--- src/ppq_pkg.sv ---
// ----------------------------------------------------------------------------
// ppq_pkg
// shared types, sizes and codes of the priority packet queue
// ----------------------------------------------------------------------------
package ppq_pkg;

    // number of slots held by the queue
    localparam int SLOTS  = 16;
    localparam int IDX_W  = (SLOTS > 1) ? $clog2(SLOTS) : 1;
    localparam int CNT_W  = $clog2(SLOTS + 1);

    // field widths
    localparam int PRIO_W = 2;
    localparam int TAG_W  = 16;
    localparam int STAT_W = 2;
    localparam int OCC_W  = 5;
    localparam int OVF_W  = 32;
    localparam int THR_W  = 2;

    // depth of the command queue between front and back
    localparam int QDEPTH = 2;
    localparam int QPTR_W = (QDEPTH > 1) ? $clog2(QDEPTH) : 1;
    localparam int QCNT_W = $clog2(QDEPTH + 1);

    // reset value of the eviction threshold
    localparam logic [THR_W-1:0] THR_RESET = 2'd2;

    // request types
    localparam logic REQ_ENQ = 1'b0;
    localparam logic REQ_DEQ = 1'b1;

    // status codes
    localparam logic [STAT_W-1:0] STATUS_OK       = 2'd0;
    localparam logic [STAT_W-1:0] STATUS_OVERFLOW = 2'd1;
    localparam logic [STAT_W-1:0] STATUS_EMPTY    = 2'd2;

    typedef struct packed {
        logic              req_type;
        logic [PRIO_W-1:0] priority_req;
        logic [TAG_W-1:0]  packet_tag;
    } req_t;

    typedef struct packed {
        logic [STAT_W-1:0] status;
        logic [TAG_W-1:0]  out_tag;
        logic [PRIO_W-1:0] out_priority;
        logic              evicted;
        logic [TAG_W-1:0]  evicted_tag;
        logic [OCC_W-1:0]  occupancy;
        logic [OVF_W-1:0]  overflow_total;
    } rsp_t;

    // classified command handed from front to back
    typedef struct packed {
        logic              deq;
        logic [PRIO_W-1:0] prio;
        logic [TAG_W-1:0]  tag;
    } cmd_t;

endpackage

--- src/ppq_front.sv ---
// ----------------------------------------------------------------------------
// ppq_front
// accepts request transactions, classifies them and queues them for the back
// ----------------------------------------------------------------------------
module ppq_front (
    input  logic          clk,
    input  logic          rst_n,
    input  logic          req_valid,
    output logic          req_ready,
    input  ppq_pkg::req_t req,
    output logic          cmd_valid,
    input  logic          cmd_ready,
    output ppq_pkg::cmd_t cmd
);

    logic [ppq_pkg::QPTR_W-1:0] head_reg, head_next;
    logic [ppq_pkg::QPTR_W-1:0] tail_reg, tail_next;
    logic [ppq_pkg::QCNT_W-1:0] cnt_reg, cnt_next;
    ppq_pkg::cmd_t              q_reg [ppq_pkg::QDEPTH];
    ppq_pkg::cmd_t              cmd_in;
    logic                       push;
    logic                       pop;

    assign req_ready = (cnt_reg != ppq_pkg::QCNT_W'(ppq_pkg::QDEPTH));
    assign cmd_valid = (cnt_reg != '0);
    assign cmd       = q_reg[head_reg];
    assign push      = req_valid && req_ready;
    assign pop       = cmd_valid && cmd_ready;

    // classify
    always_comb
    begin
        cmd_in.deq  = (req.req_type == ppq_pkg::REQ_DEQ);
        cmd_in.prio = req.priority_req;
        cmd_in.tag  = req.packet_tag;
    end

    always_comb
    begin
        head_next = head_reg;
        tail_next = tail_reg;
        cnt_next  = cnt_reg;
        if (push)
        begin
            tail_next = (tail_reg == ppq_pkg::QPTR_W'(ppq_pkg::QDEPTH - 1)) ? '0
                                                                             : tail_reg + 1'b1;
        end
        if (pop)
        begin
            head_next = (head_reg == ppq_pkg::QPTR_W'(ppq_pkg::QDEPTH - 1)) ? '0
                                                                             : head_reg + 1'b1;
        end
        if (push && !pop)
        begin
            cnt_next = cnt_reg + 1'b1;
        end
        else if (pop && !push)
        begin
            cnt_next = cnt_reg - 1'b1;
        end
    end

    always_ff @(posedge clk or negedge rst_n)
    begin
        if (!rst_n)
        begin
            head_reg <= '0;
            tail_reg <= '0;
            cnt_reg  <= '0;
        end
        else
        begin
            head_reg <= head_next;
            tail_reg <= tail_next;
            cnt_reg  <= cnt_next;
        end
    end

    always_ff @(posedge clk)
    begin
        if (push)
        begin
            q_reg[tail_reg] <= cmd_in;
        end
    end

endmodule

--- src/ppq_back.sv ---
// ----------------------------------------------------------------------------
// ppq_back
// slot store, slot selection and update, result register
// ----------------------------------------------------------------------------
module ppq_back (
    input  logic                          clk,
    input  logic                          rst_n,
    input  logic                          cfg_we,
    input  logic [ppq_pkg::THR_W-1:0]     cfg_wdata,
    input  logic                          cmd_valid,
    output logic                          cmd_ready,
    input  ppq_pkg::cmd_t                 cmd,
    output logic                          rsp_valid,
    input  logic                          rsp_ready,
    output ppq_pkg::rsp_t                 rsp
);

    localparam logic ST_IDLE = 1'b0;
    localparam logic ST_EXEC = 1'b1;

    localparam logic [2:0] ACT_ENQ   = 3'd0;
    localparam logic [2:0] ACT_EVICT = 3'd1;
    localparam logic [2:0] ACT_OVF   = 3'd2;
    localparam logic [2:0] ACT_DEQ   = 3'd3;
    localparam logic [2:0] ACT_EMPTY = 3'd4;

    // slot state
    logic [ppq_pkg::SLOTS-1:0]  valid_reg, valid_next;
    logic [ppq_pkg::PRIO_W-1:0] slot_prio_reg [ppq_pkg::SLOTS];
    logic [ppq_pkg::TAG_W-1:0]  tag_mem [ppq_pkg::SLOTS];
    logic [ppq_pkg::IDX_W-1:0]  wp_reg, wp_next;
    logic [ppq_pkg::CNT_W-1:0]  count_reg, count_next;
    logic [ppq_pkg::OVF_W-1:0]  ovf_cnt_reg, ovf_cnt_next;
    logic [ppq_pkg::THR_W-1:0]  thr_reg;

    logic                       state_reg, state_next;

    // selection results held for the update cycle
    logic [2:0]                 act_reg, act_next;
    logic [ppq_pkg::IDX_W-1:0]  idx_reg, idx_next;
    logic [ppq_pkg::PRIO_W-1:0] prio_reg, prio_next;
    logic [ppq_pkg::TAG_W-1:0]  tag_reg;
    logic [ppq_pkg::TAG_W-1:0]  rd_tag_reg;

    logic                       rsp_valid_reg, rsp_valid_next;
    ppq_pkg::rsp_t              rsp_reg, rsp_next;

    logic                       start;
    logic                       finish;
    logic                       full;

    logic                       evict_hit;
    logic [ppq_pkg::IDX_W-1:0]  evict_idx;
    logic                       any_up;
    logic [ppq_pkg::IDX_W-1:0]  free_up;
    logic [ppq_pkg::IDX_W-1:0]  free_low;
    logic [3:0]                 lvl_any;
    logic                       best_found;
    logic [ppq_pkg::PRIO_W-1:0] best_prio;
    logic [ppq_pkg::IDX_W-1:0]  win_idx;

    assign cmd_ready = (state_reg == ST_IDLE);
    assign start     = cmd_valid && cmd_ready;
    assign finish    = (state_reg == ST_EXEC) && (!rsp_valid_reg || rsp_ready);
    assign full      = (count_reg == ppq_pkg::CNT_W'(ppq_pkg::SLOTS));
    assign rsp_valid = rsp_valid_reg;
    assign rsp       = rsp_reg;

    // parallel slot searches
    always_comb
    begin
        evict_hit = 1'b0;
        evict_idx = '0;
        any_up    = 1'b0;
        free_up   = '0;
        free_low  = '0;
        lvl_any   = '0;
        // descending so the lowest qualifying index is kept
        for (int i = ppq_pkg::SLOTS - 1; i >= 0; i--)
        begin
            if (valid_reg[i] && (slot_prio_reg[i] < cmd.prio))
            begin
                evict_hit = 1'b1;
                evict_idx = ppq_pkg::IDX_W'(i);
            end
            if (!valid_reg[i])
            begin
                free_low = ppq_pkg::IDX_W'(i);
                if (ppq_pkg::IDX_W'(i) >= wp_reg)
                begin
                    any_up  = 1'b1;
                    free_up = ppq_pkg::IDX_W'(i);
                end
            end
        end
        for (int i = 0; i < ppq_pkg::SLOTS; i++)
        begin
            if (valid_reg[i])
            begin
                lvl_any[slot_prio_reg[i]] = 1'b1;
            end
        end
    end

    always_comb
    begin
        best_found = (lvl_any != '0);
        if (lvl_any[3])
        begin
            best_prio = 2'd3;
        end
        else if (lvl_any[2])
        begin
            best_prio = 2'd2;
        end
        else if (lvl_any[1])
        begin
            best_prio = 2'd1;
        end
        else
        begin
            best_prio = 2'd0;
        end
        // ascending so ties go to the highest index
        win_idx = '0;
        for (int i = 0; i < ppq_pkg::SLOTS; i++)
        begin
            if (valid_reg[i] && (slot_prio_reg[i] == best_prio))
            begin
                win_idx = ppq_pkg::IDX_W'(i);
            end
        end
    end

    // classify the command against the slot state
    always_comb
    begin
        act_next  = act_reg;
        idx_next  = idx_reg;
        prio_next = prio_reg;
        if (start)
        begin
            prio_next = cmd.prio;
            if (cmd.deq)
            begin
                act_next  = best_found ? ACT_DEQ : ACT_EMPTY;
                idx_next  = win_idx;
                prio_next = best_prio;
            end
            else if (full)
            begin
                if ((cmd.prio >= thr_reg) && evict_hit)
                begin
                    act_next = ACT_EVICT;
                    idx_next = evict_idx;
                end
                else
                begin
                    act_next = ACT_OVF;
                end
            end
            else
            begin
                act_next = ACT_ENQ;
                idx_next = any_up ? free_up : free_low;
            end
        end
    end

    // update and result
    always_comb
    begin
        state_next     = state_reg;
        valid_next     = valid_reg;
        wp_next        = wp_reg;
        count_next     = count_reg;
        ovf_cnt_next   = ovf_cnt_reg;
        rsp_valid_next = rsp_valid_reg && !rsp_ready;
        rsp_next       = rsp_reg;
        if (start)
        begin
            state_next = ST_EXEC;
        end
        if (finish)
        begin
            state_next          = ST_IDLE;
            rsp_valid_next      = 1'b1;
            rsp_next            = '0;
            rsp_next.status     = ppq_pkg::STATUS_OK;
            case (act_reg)
                ACT_ENQ:
                begin
                    valid_next[idx_reg] = 1'b1;
                    count_next          = count_reg + 1'b1;
                end
                ACT_EVICT:
                begin
                    // evicted slot is refilled at once, count stays
                    rsp_next.evicted     = 1'b1;
                    rsp_next.evicted_tag = rd_tag_reg;
                end
                ACT_OVF:
                begin
                    rsp_next.status = ppq_pkg::STATUS_OVERFLOW;
                    ovf_cnt_next    = ovf_cnt_reg + 1'b1;
                end
                ACT_DEQ:
                begin
                    valid_next[idx_reg]   = 1'b0;
                    count_next            = count_reg - 1'b1;
                    rsp_next.out_tag      = rd_tag_reg;
                    rsp_next.out_priority = prio_reg;
                end
                default:
                begin
                    rsp_next.status = ppq_pkg::STATUS_EMPTY;
                end
            endcase
            if ((act_reg == ACT_ENQ) || (act_reg == ACT_EVICT))
            begin
                wp_next = (idx_reg == ppq_pkg::IDX_W'(ppq_pkg::SLOTS - 1)) ? '0
                                                                           : idx_reg + 1'b1;
            end
            rsp_next.occupancy      = ppq_pkg::OCC_W'(count_next);
            rsp_next.overflow_total = ovf_cnt_next;
        end
    end

    always_ff @(posedge clk or negedge rst_n)
    begin
        if (!rst_n)
        begin
            state_reg     <= ST_IDLE;
            valid_reg     <= '0;
            wp_reg        <= '0;
            count_reg     <= '0;
            ovf_cnt_reg   <= '0;
            thr_reg       <= ppq_pkg::THR_RESET;
            rsp_valid_reg <= 1'b0;
            act_reg       <= ACT_EMPTY;
        end
        else
        begin
            state_reg     <= state_next;
            valid_reg     <= valid_next;
            wp_reg        <= wp_next;
            count_reg     <= count_next;
            ovf_cnt_reg   <= ovf_cnt_next;
            rsp_valid_reg <= rsp_valid_next;
            act_reg       <= act_next;
            if (cfg_we)
            begin
                thr_reg <= cfg_wdata;
            end
        end
    end

    always_ff @(posedge clk)
    begin
        idx_reg  <= idx_next;
        prio_reg <= prio_next;
        rsp_reg  <= rsp_next;
        if (start)
        begin
            tag_reg    <= cmd.tag;
            rd_tag_reg <= tag_mem[idx_next];
        end
        if (finish && ((act_reg == ACT_ENQ) || (act_reg == ACT_EVICT)))
        begin
            tag_mem[idx_reg]       <= tag_reg;
            slot_prio_reg[idx_reg] <= prio_reg;
        end
    end

    // occupancy never exceeds the slot count
    assert property (@(posedge clk) disable iff (!rst_n)
        count_reg <= ppq_pkg::CNT_W'(ppq_pkg::SLOTS))
        else $error("entry count above slot count");

    // entry count tracks the valid flags
    assert property (@(posedge clk) disable iff (!rst_n)
        $countones(valid_reg) == int'(count_reg))
        else $error("entry count out of step with valid flags");

    // a finished transaction always leaves a result
    assert property (@(posedge clk) disable iff (!rst_n)
        finish |=> rsp_valid_reg)
        else $error("result lost at finish");

    // overflow bumps the counter by exactly one
    assert property (@(posedge clk) disable iff (!rst_n)
        (finish && (act_reg == ACT_OVF)) |=> (ovf_cnt_reg == $past(ovf_cnt_reg) + 1'b1))
        else $error("overflow counter not bumped");

    // no new command is taken while one is in flight
    assert property (@(posedge clk) disable iff (!rst_n)
        start |=> !cmd_ready)
        else $error("command taken while busy");

endmodule

--- src/priority_packet_queue_evict.sv ---
// ----------------------------------------------------------------------------
// priority_packet_queue_evict
// slot based priority queue of packet tags with eviction on a full queue
// ----------------------------------------------------------------------------
// Each request transaction gives exactly one result transaction, in order.
// An enqueue takes the first free slot from the write pointer onward; into a
// full queue it may evict the lowest-index entry of lower priority when its
// own priority is at least evict_threshold, and otherwise it is rejected
// with status overflow and the overflow counter counts up. A dequeue returns
// the entry of highest priority, the highest slot index winning ties, or
// status empty. The back end handles one request at a time: while the
// command sits at the head of the two-entry command queue, all slots are
// searched in parallel and the selection is registered; then, in the execute
// state and once the result register is free, the slots are updated and the
// result register is loaded. No new command is taken until that is done.
// Write evict_threshold only while the block is idle.
// ----------------------------------------------------------------------------
module priority_packet_queue_evict (
    input  logic                      clk,
    input  logic                      rst_n,
    // request channel
    input  logic                      req_valid,
    output logic                      req_ready,
    input  ppq_pkg::req_t             req,
    // result channel
    output logic                      rsp_valid,
    input  logic                      rsp_ready,
    output ppq_pkg::rsp_t             rsp,
    // evict_threshold write port
    input  logic                      cfg_we,
    input  logic [ppq_pkg::THR_W-1:0] cfg_wdata
);

    // command queue between front and back
    logic          cmd_valid;
    logic          cmd_ready;
    ppq_pkg::cmd_t cmd;

    // front: takes request transactions and queues classified commands
    ppq_front u_front (
        .clk       (clk),
        .rst_n     (rst_n),
        .req_valid (req_valid),
        .req_ready (req_ready),
        .req       (req),
        .cmd_valid (cmd_valid),
        .cmd_ready (cmd_ready),
        .cmd       (cmd)
    );

    // back: slot store, select and update, result register
    ppq_back u_back (
        .clk       (clk),
        .rst_n     (rst_n),
        .cfg_we    (cfg_we),
        .cfg_wdata (cfg_wdata),
        .cmd_valid (cmd_valid),
        .cmd_ready (cmd_ready),
        .cmd       (cmd),
        .rsp_valid (rsp_valid),
        .rsp_ready (rsp_ready),
        .rsp       (rsp)
    );

endmodule
--- config.mk ---
export PLATFORM = sky130hd
export DESIGN_NAME = priority_packet_queue_evict
export DESIGN_NICKNAME = d
export VERILOG_FILES = /design/src/ppq_pkg.sv /design/src/ppq_front.sv /design/src/ppq_back.sv /design/src/priority_packet_queue_evict.sv
export SDC_FILE = /design/constraint.sdc
export NUM_CORES = 1
export LEC_CHECK = 0
export BUFFER_PORTS_ARGS = -buffer_cell sky130_fd_sc_hd__buf_2
export CORE_MARGIN = 4
export CORE_UTILIZATION = 40
export DETAILED_ROUTE_END_ITERATION = 6
export PLACE_DENSITY = 0.69
export REMOVE_ABC_BUFFERS = 1
export SYNTH_ARGS = -nofsm -noshare
export SYNTH_HDL_FRONTEND = slang
export SYNTH_SLANG_ARGS = --single-unit
--- constraint.sdc ---
create_clock -name clk -period 5.8 [get_ports clk]
set_clock_uncertainty 0.1 [all_clocks]
set_input_delay 0.87 -clock clk [delete_from_list [all_inputs] [get_ports clk]]
set_output_delay 0.87 -clock clk [all_outputs]
set_load 0.03 [all_outputs]
* Word level (Yosys, flattened, before mapping)
Memories as Yosys holds them, arrays and structs flattened. A register that Yosys moved wholly into a read port is not among the register bits.
Cells that the tools add are included.
** Storage, ports and cells
- Memories :: 3
- Bits in writable memories :: 326
- Register bits :: 164
- Output and inout port bits :: 76
- Input bits :: 26
** Memory list
- u_back.tag_mem :: depth 16, bits a word 16, rd ports 1, clocked after memory_dff 1, wr ports 1, line ppq_back.sv:30 : logic [ppq_pkg::TAG_W-1:0] tag_mem [ppq_pkg::SLOTS];
- u_front.q_reg :: depth 2, bits a word 19, rd ports 1, clocked after memory_dff 0, wr ports 1, line ppq_front.sv:19 : ppq_pkg::cmd_t q_reg [ppq_pkg::QDEPTH];
- u_back.slot_prio_reg :: depth 16, bits a word 2, rd ports 16, clocked after memory_dff 0, wr ports 1, line ppq_back.sv:29 : logic [ppq_pkg::PRIO_W-1:0] slot_prio_reg [ppq_pkg::SLOTS];
** Operators by class
- Muxes and demuxes :: 207
- Reduce and logical (&&, ||, !) cells :: 71
- Bitwise operators :: 19
- $lt $le $gt $ge :: 67
- $add $sub $neg :: 8
- Equal/unequal tests :: 21
** Operators by type and width (count)
- 4-bit two-way mux :: 94
- 1-bit two-way mux :: 76
- 4-bit bitwise OR :: 15
- 1-bit logical AND :: 56
- 2-bit by 3-bit less-than comparator with 1-bit output, second input constant :: 16
- 32-bit by 1-bit adder with 32-bit output, second input constant :: 1
- 1-bit demux with 2-bit select :: 16
- 2-bit by 1-bit >= comparator with 1-bit output, second input constant :: 16
- 4-bit >= comparator, first input constant :: 8
- 2-bit less-than comparator :: 16
- 32-bit two-way mux :: 1
- 16-bit case mux with 2 select lines :: 1
- 2-bit == test :: 15
- 2-bit two-way mux :: 9
- 3-bit two-way mux :: 6
- 17-bit two-way mux :: 1
- 16-bit AND :: 1
- 3-bit by 4-bit >= comparator with 1-bit output, first input constant :: 4
- 16-bit NOT :: 1
- 16-bit bitwise OR :: 1
- 5-bit case mux with 2 select lines :: 1
- 1-bit by 4-bit >= comparator with 1-bit output, first input constant :: 2
- 2-bit by 4-bit >= comparator with 1-bit output, first input constant :: 2
- 2-bit nonzero test :: 4
- other kinds (23) :: 30

* Depth between registers and ports, before layout
Gate-level depths: netlist (run 1).
An unclocked memory read counts as a cell.
- Depth in word-level cells :: 58
- Depth in mapped cells :: 20

* Hierarchy
Synthesis (run 1) repeated with hierarchy kept, for this count alone.
** Unflattened totals
- Cell total of the unflattened synthesis :: 1581
- Area, all modules :: 22247.6 µm²
** By module, submodules not included
- ppq_back :: instances 1, area each 20658.6 µm², cells an instance 1504, seq. area each 13575.5 µm²
- ppq_front :: instances 1, area each 1589.0 µm², cells an instance 77, seq. area each 1241.2 µm²

* Least setup slack after synthesis (run 1)
OpenSTA, ideal clock, no wires.
- Path type :: register to register
- From :: reg u_front.head_reg
- To :: reg u_back.rd_tag_reg[14] in the netlist's numbering (read register of u_back.tag_mem) (data pin)
- Buffers on the path :: 2
- Required time :: 5.437 ns
- Slack :: 0.385 ns
- Stages on the path, launching flop included :: 18
- Arrival time :: 5.052 ns
- Path through :: dfrtp_1 -> buf_1 -> mux2i_1 -> ha_1 -> nor3b_1 -> o41ai_1 -> and3b_1 -> or4b_1 -> or4_1 -> nand3_1 -> nor2_2 -> o21ai_2 -> and2_1 -> nand2_1 -> clkbuf_1 -> o2111ai_1 -> nand4_1 -> a2111o_1
** Between the ends
- Longest elaborated chain between the ends :: 24
** Ends and longest elaborated chain
- from (decl) :: line ppq_front.sv:16 : logic [ppq_pkg::QPTR_W-1:0] head_reg, head_next;
- from (signal assigned) :: line ppq_front.sv:73 : head_reg <= head_next;
- memory 2 x 19 bit *
- 2-bit less-than comparator :: line ppq_back.sv:81 : if (valid_reg[i] && (slot_prio_reg[i] < cmd.prio))
- 1-bit logical AND :: line ppq_back.sv:81
- 1-bit two-way mux (16 in a row) :: line ppq_back.sv:81
- 1-bit logical AND :: line ppq_back.sv:152 : if ((cmd.prio >= thr_reg) && evict_hit)
- 4-bit two-way mux :: line ppq_back.sv:152
- 4-bit two-way mux :: line ppq_back.sv:150 : else if (full)
- 4-bit two-way mux * :: line ppq_back.sv:144 : if (cmd.deq)
- 4-bit two-way mux * :: line ppq_back.sv:141 : if (start)
- to (decl) :: line ppq_back.sv:43 : logic [ppq_pkg::TAG_W-1:0] rd_tag_reg;
Mark *: on every way between the ends. The rest lies on a longest branch, timed or not.
A chain may end at the register's enable or synchronous reset.

* Worst setup path after layout (run 1)
- From :: reg u_front.head_reg
- To :: reg u_back.rd_tag_reg[1] in the netlist's numbering (read register of u_back.tag_mem) (data pin)
The elaborated chain is that of the path after synthesis.

==> metrics.txt, run 1 <==
status completed; HPWL after DPL 44400 µm; Post-synth EDFFs between 400 and 500; Power Density a little over 600 nW/µm²; r2r setup slk about 0.33 ns; WL/cell 24.9 µm; Die Y approximately 250 µm; final worst-path cycle share 0.943; RSZ-0062 raised after global routing false; clk buf depth 3; Post-CTS Setup Inserts 0; drt total wl between 60000 and 70000 µm; crit start category flip-flop; total number of vias between 15000 and 20000; H-Tree Depth 2; Max rail drop VDD 477 µV; sw frac 0.417; nets@finish roughly 2000; post_cts resized 0; CTS Hold Bufs 0; Power Internal ~9900 µW; Max FO, Critical Path 17; GPL Wtd Cong 1.03; initial drt markers ~2000; share of cells above drive strength 1 0.189; sequential share of the synthesized area 0.614; Net Sw Power 7090 µW; fmax 183 MHz; die area ~64000 µm²; clk slew on worst S/H paths around 0.060 ns; first-pass GRT wire length 105000 µm; Initial Util 0.407; max FFs per register approximately 260; Die W about 250 µm; Req. time, crit path 6.18 ns; global route total overflow 0; Warnings, synthesis 0; Rows between 80 and 90; crit-path max cell delay roughly 0.86 ns; Slew HR 0.168; Synth Instances between 1500 and 2000; Synth-to-Final Area Change 13.6%; HP Class in2async; clock network power share 0.195; CTS root buf clkbuf_16; ANT nets after route 0; worst skew pair latency roughly 0.6 ns; worst hold slack roughly 0.30 ns; setup_tns 0 ns; Leak around 0.01 µW; sequential share of power 0.354; CP dominant cell by count o221ai_1; TritonCTS clock tree built; Comb power frac 0.451; Antenna diodes 0; GRT Resource Usage Total 0.212; placed cell count 2705; crit path cell chain mux2i_2, buf_4, ha_1, nand2b_1, o22a_1, a21oi_1, or4b_1, o21a_1, nand4_1, o311ai_1, a22o_1, o211ai_1, a21boi_2, o221ai_1, o221ai_1, a211o_1; slowest CP cell a21boi_2; vias in the first global route approximately 17000; largest net degree at the start of global routing 70; async set-reset flop share out of synthesis 0.134; final hold vios 0; worst setup path class reg2reg; number of port buffers ~100; Non-Filler Instances ~2800; Residual DRC 0; initial antenna violation count 3; Yosys reg bits ~510; Netlist cell types just over 90; Mapped Area approximately 24000 µm²; cts bufs inserted 50; final-report max-slew violation count 0; Crit. End Element flip-flop; Setup Viol. Count Final 0; ys flop type edfxtp_1; Mapped Avg Cell Area 12.9 µm²; CP arrival 5.85 ns; DR pass1 iterations 6; clk sink count between 500 and 600; fin crit period about 5.5 ns; number of max-cap violations 0; Core Box Area roughly 60000 µm²; I/O Pins 102; Tightest Pin Transition ~1.2 ns; Via density approximately 6.2
metal layers:
metal | routed length (µm) | global-route usage
met2 | 32200 | 0.340
met5 | 41 | 0
met4 | 2750 | 0.0835
met1 | 26900 | 0.279
met3 | 7730 | 0.0539
cells by family (layout without fill, tap and decap cells):
group                      count (synthesis)  count (layout)  share of synthesized area
DFF                                      506             506                      0.614
xor gates and xnor gates                  84              84                     0.0305
AOI/OAI and AO/OA                        491             491                      0.146
muxes                                    107             107                     0.0637
buffers and inverters                    165             312                     0.0269
and+or+nand+nor                          495             495                      0.104
adders and majority gates                 29              29                     0.0152
layout by cell type (no fill, tap or decap), types with 52 or more instances in the layout:
master and n:
buf_4 79, dfrtp_1 66, nand2_1 141, edfxtp_1 434, o221ai_1 66, buf_2 100
clkbuf_16 52, o22ai_1 60, a21oi_1 78, mux2_2 52, o21ai_0 66, nor2_1 108
per-stage QoR:
step	instance area [µm²]	util	power (µW)	worst slack, ns
after global routing	27400	0.462	17800	0.0592
final	27400	0.462	17000	0.329
after detailed placement	25700	0.434	13600	0.415
after CTS	27400	0.462	16900	0.408
after global placement	25700	0.434	13400	0.556
after floorplan	23600	-	10700	-1.92
layout make-up:
type,instances,area (µm²)
sequential,506,14800
clock inverter,31,327
inverter,40,153
clock buffer,61,1350
timing repair buffer,180,1110
tap,773,967
fill,5166,31900
multi-input combinational,1206,8690
cell usage after synthesis (all sizes together) (5+ instances only):
cell	count	area, µm²
o211ai	7	57.6
nor3	13	65.1
or2	8	50.1
nand3	39	195
xor2	33	289
mux2i	23	230
dfrtp	66	1650
edfxtp	434	13000
xnor2	51	447
a211o	29	254
nand2	142	536
o2111ai	17	149
a31oi	22	138
nand3b	26	195
a211oi	10	80.1
nand2b	27	169
nand4	7	43.8
and3	35	219
nor4	10	83.8
a221oi	5	43.8
a21boi	5	41.3
o32ai	11	96.3
o21bai	15	113
o221a	16	180
and2	43	269
a21o	6	45.0
o22a	6	52.6
nor2b	8	50.1
nor3b	10	80.1
o21ai	72	364
clkbuf	98	368
o22ai	60	375
or3	6	37.5
a21oi	78	390
mux4	32	721
o221ai	66	578
nor2	112	423
mux2	52	586
buf	27	131
ha	27	338
inv	37	139
o21a	19	143
worst paths after layout:
check,cells after the start,end,start
setup / recovery,16,u_back.rd_tag_reg[1],u_front.head_reg
hold / removal,1,u_back.ovf_cnt_reg[15],rst_n
setup reg to reg,16,u_back.rd_tag_reg[1],u_front.head_reg
hold reg to reg,1,u_back.ovf_cnt_reg[31],u_back.ovf_cnt_reg[31]
max in group asynchronous,1,asynchronous set/reset pin,rst_n
min in group clk,2,u_back.thr_reg[1],cfg_we
critical path, delay by kind of cell, from the launching register on:
family | cells | cell delay, ns
AO/OA/AOI/OAI | 10 | 3.02
adder cells (fa/ha/maj) | 1 | 0.13
buffers and inverters | 1 | 0.24
flip-flops | 1 | 0.45
multiplexers | 1 | 0.51
AND/OR/NAND/NOR | 3 | 0.90
power by group through the flow:
stage / clock [µW] / combinational, µW / sequential (µW)
5_1_grt: 3510 / 8210 / 6090
6_report: 3310 / 7670 / 6010
3_3_place_gp: 0 / 7410 / 6010
4_1_cts: 3360 / 7580 / 5980
2_1_floorplan: 0 / 4390 / 6300
3_5_place_dp: 0 / 7530 / 6050
Note: power is estimated with default switching activity, not from simulation.
==> run 2: changes to the inputs <==
- PLACE_DENSITY: 0.69 -> 0.57
==> metrics.txt, run 2 (synthesized netlist as in run 1, its figures left out) <==
status completed; nets@finish 2025 (-0.64%); clk slew on worst S/H paths 0.07 ns (about the same); DR pass1 iterations 6 (unchanged); H-Tree Depth 2 (unchanged); fin crit period 5.22 ns (-0.250 ns); Critical R2R Launch u_front.head_reg; Die Y 254 µm (unchanged); clock network power share 0.195 (about the same); Power Internal 9870 µW (-0.32%); Non-Filler Instances 2786 (-0.39%); sequential share of power 0.354 (about the same); clk buf depth 3 (unchanged); Tightest Pin Transition 1.08 ns (-0.133 ns); die area 64300 µm² (unchanged); cts bufs inserted 53 (+6.0%); Leak 0.00972 µW (-0.89%); fmax 192 MHz (+4.8%); CP arrival 5.47 ns (-0.38 ns); CTS Hold Bufs 0 (unchanged); global route total overflow 0 (unchanged); HP Class in2async; Max rail drop VDD 498 µV (+4.4%); number of port buffers 101 (unchanged); final core utilization 0.460 (-0.00162); Antenna diodes 0 (unchanged); crit-path max cell delay 0.50 ns (-0.36 ns); number of max-cap violations 0 (unchanged); final worst-path cycle share 0.900 (-0.0431); most frequent cells in the layout edfxtp_1 (434), nand2_1 (141), nor2_1 (108), buf_2 (100), a21oi_1 (78); GRT Resource Usage Total 0.222 (+0.0100); Reg area 14800 µm² (unchanged); TritonCTS clock tree built; Worst path top cell family by delay compound AO/OA/AOI/OAI gates; Post-CTS Setup Inserts 0 (unchanged); crit path cell chain buf_4, mux2_2, inv_1, buf_4, o21ai_0, a2bb2oi_1, a21boi_0, o21ai_0, nand4_1, o311ai_1, a22o_1, or2_1, buf_12, or3_1, o2111ai_1, nand4_1, a2111o_1; sw frac 0.421 (+0.00346); slowest CP cell mux2_2; final setup margin 0.578 ns (+0.250 ns); CTS root buf clkbuf_16; drt total wl 73000 µm (+4.8%); total number of vias 16903 (-2.6%); reg2reg end u_back.rd_tag_reg[14]; worst setup path class reg2reg; final hold vios 0 (unchanged); RSZ-0062 raised after global routing false; Worst Reg-to-Reg Cells 17 (+1); WL/cell 26.2 µm (+5.2%); post_cts resized 0 (unchanged); Req. time, crit path 6.05 ns (-0.13 ns); placed cell count 2689 (-0.59%); Core Box Area 59400 µm² (unchanged); final-report max-slew violation count 0 (unchanged); Power Density 624 nW/µm² (+0.63%); worst skew pair latency 0.62 ns (+0.02 ns); CP startpoint u_front.head_reg; r2r setup slk 0.58 ns (+0.25 ns); crit start category flip-flop; Residual DRC 0 (unchanged); Rows 89 (unchanged); Synth-to-Final Area Change 13.2%; GPL Wtd Cong 0.901 (-13%); Slew HR 0.274 (+0.107); share of cells above drive strength 1 0.186 (-0.00245); commonest non-fill, non-tap cell in the layout edfxtp_1; Max FO, Critical Path 35 (+18); Setup Viol. Count Final 0 (unchanged); initial antenna violation count 2 (-1); dpl ws 0.632 ns (+0.217 ns); clk sink count 506 (unchanged); Crit. End Element flip-flop; Initial Util 0.407 (unchanged); vias in the first global route 16569 (-3.6%); Buf/Inv on CP 4 (+3); Fill cells 5290 (+2.4%); largest net degree at the start of global routing 69 (-1.4%); Multi-input gate area 8710 µm² (+0.17%); Comb power frac 0.451 (about the same); HPWL after DPL 45400 µm (+2.4%); Via density 6.07 (-2.2%); ANT nets after route 0 (unchanged); first-pass GRT wire length 108000 µm (+2.9%); initial drt markers 1497 (-23%); I/O Pins 102 (unchanged); Net Sw Power 7170 µW (+1.1%); total power draw 17000 µW (+0.27%); Die W 254 µm (unchanged); max FFs per register 256 (unchanged)
[run 2: changes by cell type in the layout (fill, tap and decap cells not counted), sizes merged]
cell / delta
buf: -16
bufinv: -2
clkbuf: +9
clkinv: -6
inv: +4
[run 2: area by class of cell]
class / instances / area share
repair buffers: 164 / 0.0368
inverters: 40 / 0.00559
clock inverters: 27 / 0.00980
clock buffers: 70 / 0.0512
flip-flops and latches: 506 / 0.542
well taps: 773 / 0.0354
multi-input cells: 1206 / 0.319
[run 2: worst reg2reg max path, cell delays in order, from the launching register on]
cell	delay, ns
dfrtp_1	0.37
buf_4	0.32
mux2_2	0.50
inv_1	0.17
buf_4	0.27
o21ai_0	0.17
a2bb2oi_1	0.30
a21boi_0	0.27
o21ai_0	0.28
nand4_1	0.19
o311ai_1	0.13
a22o_1	0.33
or2_1	0.31
buf_12	0.21
or3_1	0.36
o2111ai_1	0.14
nand4_1	0.12
a2111o_1	0.43
[run 2: power groups by stage]
stage / combinational, µW / sequential, µW / clock (µW)
5_1_grt: 8270 / 6130 / 3540
3_5_place_dp: 7620 / 6090 / 0
2_1_floorplan: 4390 / 6300 / 0
3_3_place_gp: 7520 / 6060 / 0
6_report: 7690 / 6040 / 3320
4_1_cts: 7640 / 6020 / 3390
[run 2: layer usage]
metal | GRT usage | share of wire | vias to the layer above
met2 | 0.352 | 0.46 | 772
met4 | 0.0589 | 0.025 | 0
met1 | 0.314 | 0.43 | 8506
met3 | 0.0476 | 0.084 | 129
li1 | - | - | 7496
met5 | 0 | 0 | -
[run 2: how the worst max path moves through the flow]
stage,depth (start not counted),to
3_3_place_gp,17,u_back.rd_tag_reg[14]
6_report,17,u_back.rd_tag_reg[14]
2_1_floorplan,15,u_back.rd_tag_reg[14]
4_1_cts,17,u_back.rd_tag_reg[14]
5_1_grt,17,u_back.rd_tag_reg[14]
3_5_place_dp,17,u_back.rd_tag_reg[14]
[run 2: per-stage QoR]
step | TNS, ns | instance area, µm² | hold WS (ns)
2_1_floorplan | -27.52 | 23600 | 0.361
3_3_place_gp | 0 | 25700 | 0.375
3_5_place_dp | 0 | 25700 | 0.383
4_1_cts | 0 | 27300 | 0.298
5_1_grt | 0 | 27300 | 0.318
6_report | 0 | 27300 | 0.315
